### src/rtl/cbm_pkg.sv
// Package of the cartridge bank mapper: payload structs, bank state and codes.
// Depends on nothing; used by every other file of the block but assert_macros.svh.
package cbm_pkg;

    // Field widths of the bus access and of the mapped result.
    localparam int unsigned ADDR_W     = 16;
    localparam int unsigned DATA_W     = 8;
    localparam int unsigned TARGET_W   = 2;
    localparam int unsigned ROM_ADDR_W = 23;
    localparam int unsigned RAM_ADDR_W = 18;
    localparam int unsigned KIND_W     = 2;

    // Widths of the bank registers.
    localparam int unsigned ROM_BANK_W = 9;
    localparam int unsigned RAM_BANK_W = 5;

    // Controller kinds; the unused code behaves as type 1.
    localparam logic [KIND_W-1:0] KIND_TYPE1 = 2'd0;
    localparam logic [KIND_W-1:0] KIND_TYPE2 = 2'd1;
    localparam logic [KIND_W-1:0] KIND_TYPE5 = 2'd2;

    // Access commands.
    localparam logic CMD_READ  = 1'b0;
    localparam logic CMD_WRITE = 1'b1;

    // Result targets.
    localparam logic [TARGET_W-1:0] TARGET_NONE = 2'd0;
    localparam logic [TARGET_W-1:0] TARGET_ROM  = 2'd1;
    localparam logic [TARGET_W-1:0] TARGET_RAM  = 2'd2;

    // One bus access.
    typedef struct packed {
        logic              command;
        logic [ADDR_W-1:0] address;
        logic [DATA_W-1:0] data;
    } access_t;

    // One mapped result.
    typedef struct packed {
        logic [TARGET_W-1:0]   target;
        logic [ROM_ADDR_W-1:0] rom_address;
        logic [RAM_ADDR_W-1:0] ram_address;
    } result_t;

    // Bank registers as seen by the address translation.
    typedef struct packed {
        logic [ROM_BANK_W-1:0] rom_bank;
        logic [RAM_BANK_W-1:0] ram_bank;
        logic                  bank_mode;
    } bank_state_t;

endpackage

### src/rtl/cbm_ifs.sv
// Valid/ready channel interfaces of the bank mapper: bus access in, result out.
// Depends on cbm_pkg for the field widths.
interface cbm_access_if;
    import cbm_pkg::*;

    logic              valid;
    logic              ready;
    logic              command;
    logic [ADDR_W-1:0] address;
    logic [DATA_W-1:0] data;

    modport source (output valid, output command, output address, output data,
                    input ready);
    modport sink (input valid, input command, input address, input data,
                  output ready);
endinterface

interface cbm_result_if;
    import cbm_pkg::*;

    logic                  valid;
    logic                  ready;
    logic [TARGET_W-1:0]   target;
    logic [ROM_ADDR_W-1:0] rom_address;
    logic [RAM_ADDR_W-1:0] ram_address;

    modport source (output valid, output target, output rom_address,
                    output ram_address, input ready);
    modport sink (input valid, input target, input rom_address,
                  input ram_address, output ready);
endinterface

### src/rtl/cbm_bank_regs.sv
// Bank registers of the mapper: ROM bank, RAM bank and banking mode,
// updated by bus writes to 0x2000-0x7FFF. Depends on cbm_pkg.
module cbm_bank_regs #(
    parameter int unsigned RAM_BANKS = 32
) (
    input  logic                               clk,
    input  logic                               rst_n,
    input  logic                               update,
    input  cbm_pkg::access_t                   item,
    input  logic [cbm_pkg::KIND_W-1:0]         kind,
    output cbm_pkg::bank_state_t               state
);
    import cbm_pkg::*;

    localparam int unsigned MOD_DEPTH = 1 << DATA_W;

    logic [ROM_BANK_W-1:0] rom_bank_reg;
    logic [ROM_BANK_W-1:0] rom_bank_next;
    logic [RAM_BANK_W-1:0] ram_bank_reg;
    logic [RAM_BANK_W-1:0] ram_bank_next;
    logic                  bank_mode_reg;
    logic                  bank_mode_next;
    logic [RAM_BANK_W-1:0] ram_mod [MOD_DEPTH];
    logic [DATA_W-1:0]     data_nz;
    logic                  is_type5;
    logic                  bank_write;

    // Constant table of the written byte modulo the bank count, low five bits kept.
    for (genvar i = 0; i < MOD_DEPTH; i++) begin : g_mod
        assign ram_mod[i] = RAM_BANK_W'((i % RAM_BANKS) & 31);
    end

    assign is_type5   = (kind == KIND_TYPE5);
    assign bank_write = update && (item.command == CMD_WRITE) && !item.address[15];
    assign data_nz    = (item.data == '0) ? DATA_W'(1) : item.data;

    // Decode of the register write by address range and controller kind.
    always_comb
    begin
        rom_bank_next  = rom_bank_reg;
        ram_bank_next  = ram_bank_reg;
        bank_mode_next = bank_mode_reg;
        if (bank_write)
        begin
            unique case (item.address[14:13])
                2'b00:
                begin
                    // 0x0000-0x1FFF is ignored; 0x2000-0x3FFF is handled below.
                end
                2'b01:
                begin
                    if (!is_type5)
                        rom_bank_next[4:0] = item.data[4:0];
                    else if (!item.address[12])
                        rom_bank_next[7:0] = item.data;
                    else
                        rom_bank_next[8] = item.data[0];
                end
                2'b10:
                begin
                    if (is_type5 || bank_mode_reg)
                        ram_bank_next = ram_mod[data_nz];
                    else
                        rom_bank_next[6:5] = item.data[1:0];
                end
                2'b11:
                begin
                    bank_mode_next = item.data[0];
                end
                default:
                begin
                end
            endcase
        end
    end

    always_ff @(posedge clk or negedge rst_n)
    begin
        if (!rst_n)
        begin
            rom_bank_reg  <= ROM_BANK_W'(1);
            ram_bank_reg  <= '0;
            bank_mode_reg <= 1'b0;
        end
        else
        begin
            rom_bank_reg  <= rom_bank_next;
            ram_bank_reg  <= ram_bank_next;
            bank_mode_reg <= bank_mode_next;
        end
    end

    assign state.rom_bank  = rom_bank_reg;
    assign state.ram_bank  = ram_bank_reg;
    assign state.bank_mode = bank_mode_reg;

endmodule

### src/rtl/cbm_translate.sv
// Address translation of the mapper: maps one bus access to a ROM or RAM
// byte address from the current bank state. Depends on cbm_pkg.
module cbm_translate #(
    parameter int unsigned ROM_BANK_BITS = 9
) (
    input  cbm_pkg::access_t           item,
    input  cbm_pkg::bank_state_t       state,
    input  logic [cbm_pkg::KIND_W-1:0] kind,
    output cbm_pkg::result_t           result
);
    import cbm_pkg::*;

    localparam logic [ROM_BANK_W-1:0] BANK_MASK = ROM_BANK_W'((1 << ROM_BANK_BITS) - 1);

    logic                  is_type1;
    logic [ROM_BANK_W-1:0] masked_bank;
    logic [ROM_BANK_W-1:0] eff_bank;

    assign is_type1 = (kind == KIND_TYPE1) || !(kind == KIND_TYPE2 || kind == KIND_TYPE5);

    // Type 1 never selects a bank that is a multiple of 32; it takes the next one.
    assign masked_bank = state.rom_bank & BANK_MASK;
    assign eff_bank = (is_type1 && (masked_bank[4:0] == 5'd0))
                    ? masked_bank + ROM_BANK_W'(1) : masked_bank;

    // Window decode.
    always_comb
    begin
        result.target      = TARGET_NONE;
        result.rom_address = '0;
        result.ram_address = '0;
        if (!item.address[15])
        begin
            if (item.command == CMD_READ)
            begin
                result.target = TARGET_ROM;
                if (!item.address[14])
                    result.rom_address = ROM_ADDR_W'(item.address[13:0]);
                else
                    result.rom_address = {eff_bank, item.address[13:0]};
            end
        end
        else if (item.address[14:13] == 2'b01)
        begin
            result.target      = TARGET_RAM;
            result.ram_address = {state.ram_bank, item.address[12:0]};
        end
    end

endmodule

### src/rtl/cartridge_bank_mapper.sv
// Cartridge bank mapper, top level. Holds the input and result registers and
// ties the bank registers to the translation. Depends on cbm_pkg, cbm_ifs,
// cbm_bank_regs and cbm_translate.
//
// Usage:
//   req carries one CPU bus access per transaction (command, address, data).
//   rsp carries one result per access (target, rom_address, ram_address),
//   in the order the accesses were taken.
//   cfg_we/cfg_wdata set the controller kind; write it only while idle.
// Timing:
//   An accepted access passes the input register, then the result register, and
//   its result transaction is offered from the result register. A new access is
//   taken in every cycle while no stalled result holds the input register; the bank
//   registers update as an access leaves the input register, so the next
//   access already sees the new banks.
// Reset:
//   Both stages empty, ROM bank 1, RAM bank 0, ROM banking mode, type 1.
// Stalls:
//   While rsp.ready is low the result holds; the input register still takes
//   one more access, after which req.ready drops until the result is taken.
module cartridge_bank_mapper #(
    parameter int unsigned RAM_BANKS     = 32,
    parameter int unsigned ROM_BANK_BITS = 9
) (
    input  logic                       clk,
    input  logic                       rst_n,
    cbm_access_if.sink                 req,
    cbm_result_if.source               rsp,
    input  logic                       cfg_we,
    input  logic [cbm_pkg::KIND_W-1:0] cfg_wdata
);
    import cbm_pkg::*;

    logic [KIND_W-1:0] kind_reg;
    logic              s1_valid_reg;
    access_t           s1_item_reg;
    logic              s2_valid_reg;
    result_t           s2_result_reg;
    logic              req_accept;
    logic              s1_advance;
    access_t           req_item;
    bank_state_t       bank_state;
    result_t           mapped;

    assign req_item.command = req.command;
    assign req_item.address = req.address;
    assign req_item.data    = req.data;

    // Handshake between the two stages.
    assign s1_advance = s1_valid_reg && (!s2_valid_reg || rsp.ready);
    assign req.ready  = !s1_valid_reg || s1_advance;
    assign req_accept = req.valid && req.ready;

    // Controller kind register.
    always_ff @(posedge clk or negedge rst_n)
    begin
        if (!rst_n)
            kind_reg <= KIND_TYPE1;
        else if (cfg_we)
            kind_reg <= cfg_wdata;
    end

    // Stage valid flags.
    always_ff @(posedge clk or negedge rst_n)
    begin
        if (!rst_n)
        begin
            s1_valid_reg <= 1'b0;
            s2_valid_reg <= 1'b0;
        end
        else
        begin
            if (req_accept)
                s1_valid_reg <= 1'b1;
            else if (s1_advance)
                s1_valid_reg <= 1'b0;
            if (s1_advance)
                s2_valid_reg <= 1'b1;
            else if (rsp.ready)
                s2_valid_reg <= 1'b0;
        end
    end

    // Stage payloads.
    always_ff @(posedge clk)
    begin
        if (req_accept)
            s1_item_reg <= req_item;
        if (s1_advance)
            s2_result_reg <= mapped;
    end

    cbm_bank_regs #(
        .RAM_BANKS (RAM_BANKS)
    ) u_bank_regs (
        .clk    (clk),
        .rst_n  (rst_n),
        .update (s1_advance),
        .item   (s1_item_reg),
        .kind   (kind_reg),
        .state  (bank_state)
    );

    cbm_translate #(
        .ROM_BANK_BITS (ROM_BANK_BITS)
    ) u_translate (
        .item   (s1_item_reg),
        .state  (bank_state),
        .kind   (kind_reg),
        .result (mapped)
    );

    assign rsp.valid       = s2_valid_reg;
    assign rsp.target      = s2_result_reg.target;
    assign rsp.rom_address = s2_result_reg.rom_address;
    assign rsp.ram_address = s2_result_reg.ram_address;

endmodule

### src/flat_wrapper.sv
// flat-port wrapper written by rule: the top's interface ports become plain ports
module cartridge_bank_mapper_flat import cbm_pkg::*;
#(
    parameter int unsigned RAM_BANKS     = 32,
    parameter int unsigned ROM_BANK_BITS = 9
)
  (clk, rst_n, cfg_we, cfg_wdata, req_valid, req_command, req_address, req_data, req_ready, rsp_valid, rsp_target, rsp_rom_address, rsp_ram_address, rsp_ready);
  cbm_access_if req_i ();
  cbm_result_if rsp_i ();
  input  logic clk;
  input  logic rst_n;
  input  logic cfg_we;
  input  logic [cbm_pkg::KIND_W-1:0] cfg_wdata;
  input wire logic [$bits(req_i.valid)-1:0] req_valid;
  input wire logic [$bits(req_i.command)-1:0] req_command;
  input wire logic [$bits(req_i.address)-1:0] req_address;
  input wire logic [$bits(req_i.data)-1:0] req_data;
  output wire logic [$bits(req_i.ready)-1:0] req_ready;
  output wire logic [$bits(rsp_i.valid)-1:0] rsp_valid;
  output wire logic [$bits(rsp_i.target)-1:0] rsp_target;
  output wire logic [$bits(rsp_i.rom_address)-1:0] rsp_rom_address;
  output wire logic [$bits(rsp_i.ram_address)-1:0] rsp_ram_address;
  input wire logic [$bits(rsp_i.ready)-1:0] rsp_ready;
  assign req_i.valid = req_valid;
  assign req_i.command = req_command;
  assign req_i.address = req_address;
  assign req_i.data = req_data;
  assign req_ready = req_i.ready;
  assign rsp_valid = rsp_i.valid;
  assign rsp_target = rsp_i.target;
  assign rsp_rom_address = rsp_i.rom_address;
  assign rsp_ram_address = rsp_i.ram_address;
  assign rsp_i.ready = rsp_ready;
  cartridge_bank_mapper #(.RAM_BANKS(RAM_BANKS), .ROM_BANK_BITS(ROM_BANK_BITS)) u_core (.clk(clk), .rst_n(rst_n), .req(req_i), .rsp(rsp_i), .cfg_we(cfg_we), .cfg_wdata(cfg_wdata));
endmodule
### config.mk
export PLATFORM = sky130hd
export DESIGN_NAME = cartridge_bank_mapper_flat
export DESIGN_NICKNAME = d
export VERILOG_FILES = /design/src/rtl/cbm_pkg.sv /design/src/rtl/cbm_ifs.sv /design/src/rtl/cbm_bank_regs.sv /design/src/rtl/cbm_translate.sv /design/src/rtl/cartridge_bank_mapper.sv /design/src/flat_wrapper.sv
export SDC_FILE = /design/constraint.sdc
export NUM_CORES = 1
export LEC_CHECK = 0
export BUFFER_PORTS_ARGS = -buffer_cell sky130_fd_sc_hd__buf_2
export CAP_MARGIN = 15
export CORE_MARGIN = 3
export CORE_UTILIZATION = 35
export DETAILED_ROUTE_END_ITERATION = 8
export SLEW_MARGIN = 20
export SYNTH_ARGS = -nofsm -noshare
export SYNTH_HDL_FRONTEND = slang
export SYNTH_SLANG_ARGS = --single-unit
### constraint.sdc
create_clock -name clk -period 1.83 [get_ports clk]
set_input_delay 0.0915 -clock clk [delete_from_list [all_inputs] [get_ports clk]]
set_output_delay 0.0915 -clock clk [all_outputs]
set_load 0.005 [all_outputs]
==> impl_metrics.json, run 1 <==
{
  "io_buffer_count": 76,
  "n_antenna_cell": 0,
  "clock_latency_ns": 0.35,
  "p_leak_nw": 1.92,
  "synthCells": 192,
  "core_um2": 8930,
  "clockRootBuffer": "clkbuf_8",
  "hold_viol_final": 0,
  "synth.avg_cell_area_um2": 17.2,
  "antenna_found_initial": 0,
  "slew_viol_final": 0,
  "boundaryPins": 77,
  "crit_fanout": 6,
  "hp-class": "input pin to register",
  "period_needed_ns": 1.57,
  "via_count": 1941,
  "yosys_warnings": 0,
  "cts_buffer_depth": 2,
  "setup_slack_ns": 0.265,
  "synth_nets": 227,
  "p_per_area_nw_per_um2": 997,
  "yosys.cell_types.count": 33,
  "nFillCells": 748,
  "final_nets": 344,
  "place_ws_ns": 0.271,
  "p_total_mw": 4.34,
  "drt-pass1-iter-count": 4,
  "antenna_left": 0,
  "dp.cells": 376,
  "setup-tns-final_ns": 0,
  "dp_hpwl_um": 4350,
  "rsz0062_at_grt": "false",
  "drive_gt1_share_pct": 36.6,
  "remaining_drc_errors": 0,
  "ir_worst_vdd_v": 0.000494,
  "gp_congestion": 0.743,
  "routed_wl_um": 6240,
  "die_height_um": 103,
  "wire_per_inst_um": 14.8,
  "setup_violations": 0,
  "numCtsBuffers": 9,
  "grt_pass1_vias": 1895,
  "grt_pass1_wl_um": 9430,
  "max_slew_margin_pct": 71.0,
  "fin_worst_skew_ns": 0.0147,
  "viasPerCell": 4.60,
  "worstMarginPinSlew_ns": 0.436,
  "rows": 34,
  "critPathKind": "register to register",
  "largest_reg_flops": 25,
  "status": "finished clean",
  "overflow": 0,
  "yosysSeqAreaShare_pct": 76.2,
  "critPathRequiredTime_ns": 2.06,
  "first_iter_violations": 50,
  "worstSetupEndpointType": "register",
  "start_kind": "register",
  "post_cts_resized": 0,
  "timing.fmax_mhz": 639,
  "start_util_pct": 37.0,
  "clkTransAtPathRegs_ns": 0.10,
  "htree_num_levels": 3,
  "fin_crit_sh_pct": 85.5,
  "die_w_um": 103,
  "cp.arrival_ns": 1.79,
  "max-cap-violations": 0,
  "postLayoutCoreUtil_pct": 48.7,
  "grt_usage_pct": 12.1,
  "ys_seq_elements": 87,
  "clock_sink_count": 87,
  "grt_max_degree": 26,
  "synthToLayoutAreaGrowth_pct": 31.8,
  "die-area_um2": 10600,
  "cts_tree": "built",
  "finalNonFillerCells": 422,
  "synth_area_um2": 3300
}
==> layout make-up <==
class	count	area (um2)	area share [%]
inverter	5	18.8	0.431
sequential	87	2520	57.8
clock inverter	7	88.8	2.04
tap	108	135	3.10
multi-input combinational	93	736	16.9
timing repair buffer	113	733	16.8
clock buffer	9	124	2.84
==> synth_stat cells <==
cell | number | share of area, %
edfxtp_1 | 68 | 62
and3_1 | 24 | 4.5
dfrtp_1 | 18 | 14
and2_1 | 17 | 3.2
mux2_1 | 8 | 2.7
mux2_4 | 6 | 2.7
inv_1 | 5 | 0.57
nand2_1 | 5 | 0.57
nor2_1 | 5 | 0.57
clkbuf_1 | 4 | 0.45
ha_1 | 3 | 1.1
mux2_2 | 3 | 1.0
nand2b_1 | 3 | 0.57
a21oi_1 | 2 | 0.30
buf_2 | 2 | 0.30
mux2i_1 | 2 | 0.61
a32o_1 | 1 | 0.30
and2b_2 | 1 | 0.27
and4b_1 | 1 | 0.30
buf_4 | 1 | 0.23
dfstp_2 | 1 | 0.80
nand3_1 | 1 | 0.15
nand3_4 | 1 | 0.53
nand3b_1 | 1 | 0.23
nand3b_4 | 1 | 0.61
nand4_1 | 1 | 0.19
nand4b_1 | 1 | 0.27
nor2b_2 | 1 | 0.27
nor3_1 | 1 | 0.15
nor4_1 | 1 | 0.19
nor4_2 | 1 | 0.38
o21ai_0 | 1 | 0.15
xnor2_1 | 1 | 0.27
==> metal layers <==
layer / vias to the layer above / wire length, um / GRT usage [%]
li1: 945 / - / -
met4: 0 / 72 / 5.08
met1: 928 / 2860 / 15.1
met3: 8 / 312 / 2.91
met2: 60 / 3000 / 20.0
met5: - / 0 / 0
==> layout by cell type, fill, tap and decap left out, drive strengths merged, types with 2 or more instances in the layout <==
cell type	instances
dlygate4sd3	30
clkbuf	9
edfxtp	68
nand3	2
and3	24
mux2i	2
nand2b	3
clkinv	2
buf	83
nor4	2
nor2	5
nand3b	2
a21oi	2
inv	8
mux2	17
nand2	5
and2	17
ha	3
dfrtp	18
==> where the power goes <==
group	switching, mW	internal (mW)
registers	0.112	2.36
logic	0.218	0.270
clock network	0.717	0.659
total	1.05	3.29
==> path summary, 6_finish.rpt <==
kind,start,to,slack (ns),cells past startpoint
worst min-delay path,rsp_ready,u_core.rsp.valid,0.06,3
worst max-delay path,u_core.rsp.valid,u_core.u_bank_regs.rom_bank_reg[2],0.26,4
worst max register to register,u_core.rsp.valid,u_core.u_bank_regs.rom_bank_reg[2],0.26,4
max in group asynchronous,rst_n,u_core.u_bank_regs.rom_bank_reg[0],1.28,2
worst min register to register,u_core.u_bank_regs.rom_bank_reg[8],u_core.u_bank_regs.rom_bank_reg[8],0.50,1
min in group asynchronous,rst_n,u_core.u_bank_regs.bank_mode_reg,0.21,2
==> worst max-delay path, stage by stage (launching register included) <==
cell      delay (ns)
dfrtp_1         0.40
nand2b_1        0.11
and4b_1         0.42
nand3_4         0.16
mux2_1          0.35
==> stage by stage <==
step	cell area, um2	hold slack (ns)
4_1_cts	4350	0.0554
6_report	4350	0.0634
5_1_grt	4350	0.0762
3_3_place_gp	3840	0.0596
2_1_floorplan	3310	-0.204
3_5_place_dp	3840	0.0638
==> kinds of logic after synthesis <==
kind of cell	synth area share (%)
simple gates	13.0
xor+xnor	0.265
compound gates	0.757
fa+ha+maj	1.14
buf+inv	1.55
flops	76.2
mux	7.08
==> what timing repair did <==
| action | 4_1_cts | 5_1_grt |
|---|---|---|
| setup buffers | 0 | 0 |
| hold endpoints to repair | 46 | 0 |
| hold buffers | 30 | 0 |
No activity file was read; power rests on OpenSTA's default activity.
==> run 2, diff against run 1 <==
RECOVER_POWER = 50   (was not set)
==> run 2 against run 1 <==
  * Worst setup slack improved by 0.00054 ns
  * Largest cell class unchanged
  * Critical endpoint unchanged
  * Core utilization is 0.53 points lower
  * Clock skew barely moved
==> impl_metrics.json, run 2 (same netlist as run 1, synthesis figures left out) <==
{
  "status": "finished clean",
  "place_area_um2": 3840,
  "critPathRequiredTime_ns": 2.05,
  "max_slew_margin_pct": 29.4,
  "grt_pass1_vias": 1895,
  "routed_wl_um": 6250,
  "p_total_mw": 4.33,
  "fin_worst_skew_ns": 0.0143,
  "clock_sink_count": 87,
  "cts_buffer_depth": 2,
  "slew_viol_final": 0,
  "fin_crit_sh_pct": 85.5,
  "reg2reg_from": "u_core.rsp.valid",
  "overflow": 0,
  "drive_gt1_share_pct": 25.8,
  "drt-pass1-iter-count": 4,
  "worstSetupEndpointType": "register",
  "critPathKind": "register to register",
  "layout_commonest_cell": "edfxtp_1",
  "core_um2": 8930,
  "clock_latency_ns": 0.35,
  "post_cts_resized": 0,
  "final_cell_mix": "edfxtp_1 (68), buf_2 (42), clkbuf_1 (33)",
  "remaining_drc_errors": 0,
  "setup_violations": 0,
  "synthToLayoutAreaGrowth_pct": 30.3,
  "whs_ns": 0.0618,
  "crit_fanout": 6,
  "hold_viol_final": 0,
  "n_antenna_cell": 0,
  "antenna_found_initial": 0,
  "dp_hpwl_um": 4350,
  "cts_tree": "built",
  "wire_per_inst_um": 14.8,
  "p_leak_nw": 1.82,
  "numCtsBuffers": 9,
  "largest_reg_flops": 25,
  "boundaryPins": 77,
  "rows": 34,
  "startpoint": "u_core.rsp.valid",
  "max-cap-violations": 0,
  "ir_worst_vdd_v": 0.000493,
  "clockRootBuffer": "clkbuf_8",
  "min-delay-start": "rsp_ready",
  "grt_usage_pct": 12.1,
  "die_height_um": 103,
  "die_w_um": 103,
  "via_count": 1935,
  "cp.arrival_ns": 1.79,
  "rsz0062_at_grt": "false",
  "nFillCells": 774,
  "first_iter_violations": 50,
  "period_needed_ns": 1.56,
  "antenna_left": 0,
  "io_buffer_count": 76,
  "htree_num_levels": 3,
  "grt_pass1_wl_um": 9430,
  "gp_congestion": 0.743,
  "setup-tns-final_ns": 0,
  "start_kind": "register",
  "start_util_pct": 37.0,
  "timing.fmax_mhz": 639,
  "die-area_um2": 10600,
  "final_nets": 344,
  "finalInstanceArea_um2": 4310,
  "worstMarginPinSlew_ns": 1.06,
  "p_per_area_nw_per_um2": 1000,
  "hp-class": "input pin to register",
  "viasPerCell": 4.59,
  "grt_max_degree": 26,
  "clkTransAtPathRegs_ns": 0.10
}
[run 2: changes by cell type in the layout (fill, tap and decap cells not counted)]
cell,change
buf_4,-2
clkbuf_2,+2
buf_2,-34
buf_1,+1
clkbuf_1,+33
[run 2: layout make-up]
| class | count | area [um2] | area share, % |
|---|---|---|---|
| sequential | 87 | 2520 | 58.5 |
| multi-input combinational | 93 | 736 | 17.1 |
| timing repair buffer | 113 | 686 | 15.9 |
| tap | 108 | 135 | 3.14 |
| clock buffer | 9 | 124 | 2.88 |
| clock inverter | 7 | 88.8 | 2.06 |
| inverter | 5 | 18.8 | 0.436 |
[run 2: worst paths after layout]
path | end | slack [ns] | cells past startpoint
hold reg to reg | u_core.u_bank_regs.rom_bank_reg[8] | 0.50 | 1
min in group asynchronous | u_core.kind_reg[0] | 0.44 | 2
setup reg to reg | u_core.u_bank_regs.rom_bank_reg[2] | 0.27 | 4
setup / recovery | u_core.u_bank_regs.rom_bank_reg[2] | 0.27 | 4
hold / removal | u_core.rsp.valid | 0.06 | 3
max in group asynchronous | u_core.u_bank_regs.rom_bank_reg[8] | 0.74 | 2
[run 2: stage by stage]
| step | util [%] | cells | setup slack [ns] |
|---|---|---|---|
| after CTS | 48.7 | 422 | 0.239 |
| after global placement | 43.0 | 376 | 0.300 |
| after detailed placement | 43.0 | 376 | 0.271 |
| final | 48.2 | 422 | 0.265 |
| after global routing | 48.2 | 422 | 0.125 |
| after floorplan | - | 192 | 0.259 |
[run 2: critical path, cell delays in order (launching register included)]
cell,delay [ns]
dfrtp_1,0.40
nand2b_1,0.11
and4b_1,0.42
nand3_4,0.16
mux2_1,0.35
[run 2: layer usage]
metal	track usage [%]	share of wire [%]	routed length (um)	vias to the layer above
met2	20.0	48	3010	59
met5	0	0	0	-
li1	-	-	-	944
met4	5.08	0.88	55	0
met3	2.91	5.6	351	6
met1	15.1	45	2840	926
[run 2: power breakdown]
group / internal (mW) / switching, mW / leakage [nW]
Clock: 0.659 / 0.717 / 0.104
Sequential: 2.36 / 0.114 / 0.904
Combinational: 0.255 / 0.219 / 0.811
Total: 3.28 / 1.05 / 1.82
[run 2: repair_timing]
item / in CTS / in global routing
hold endpoints to repair: 46 / 0
buffers inserted: 0 / 0
hold buffers: 30 / 0
endpoints found under the setup margin: 0 / 0
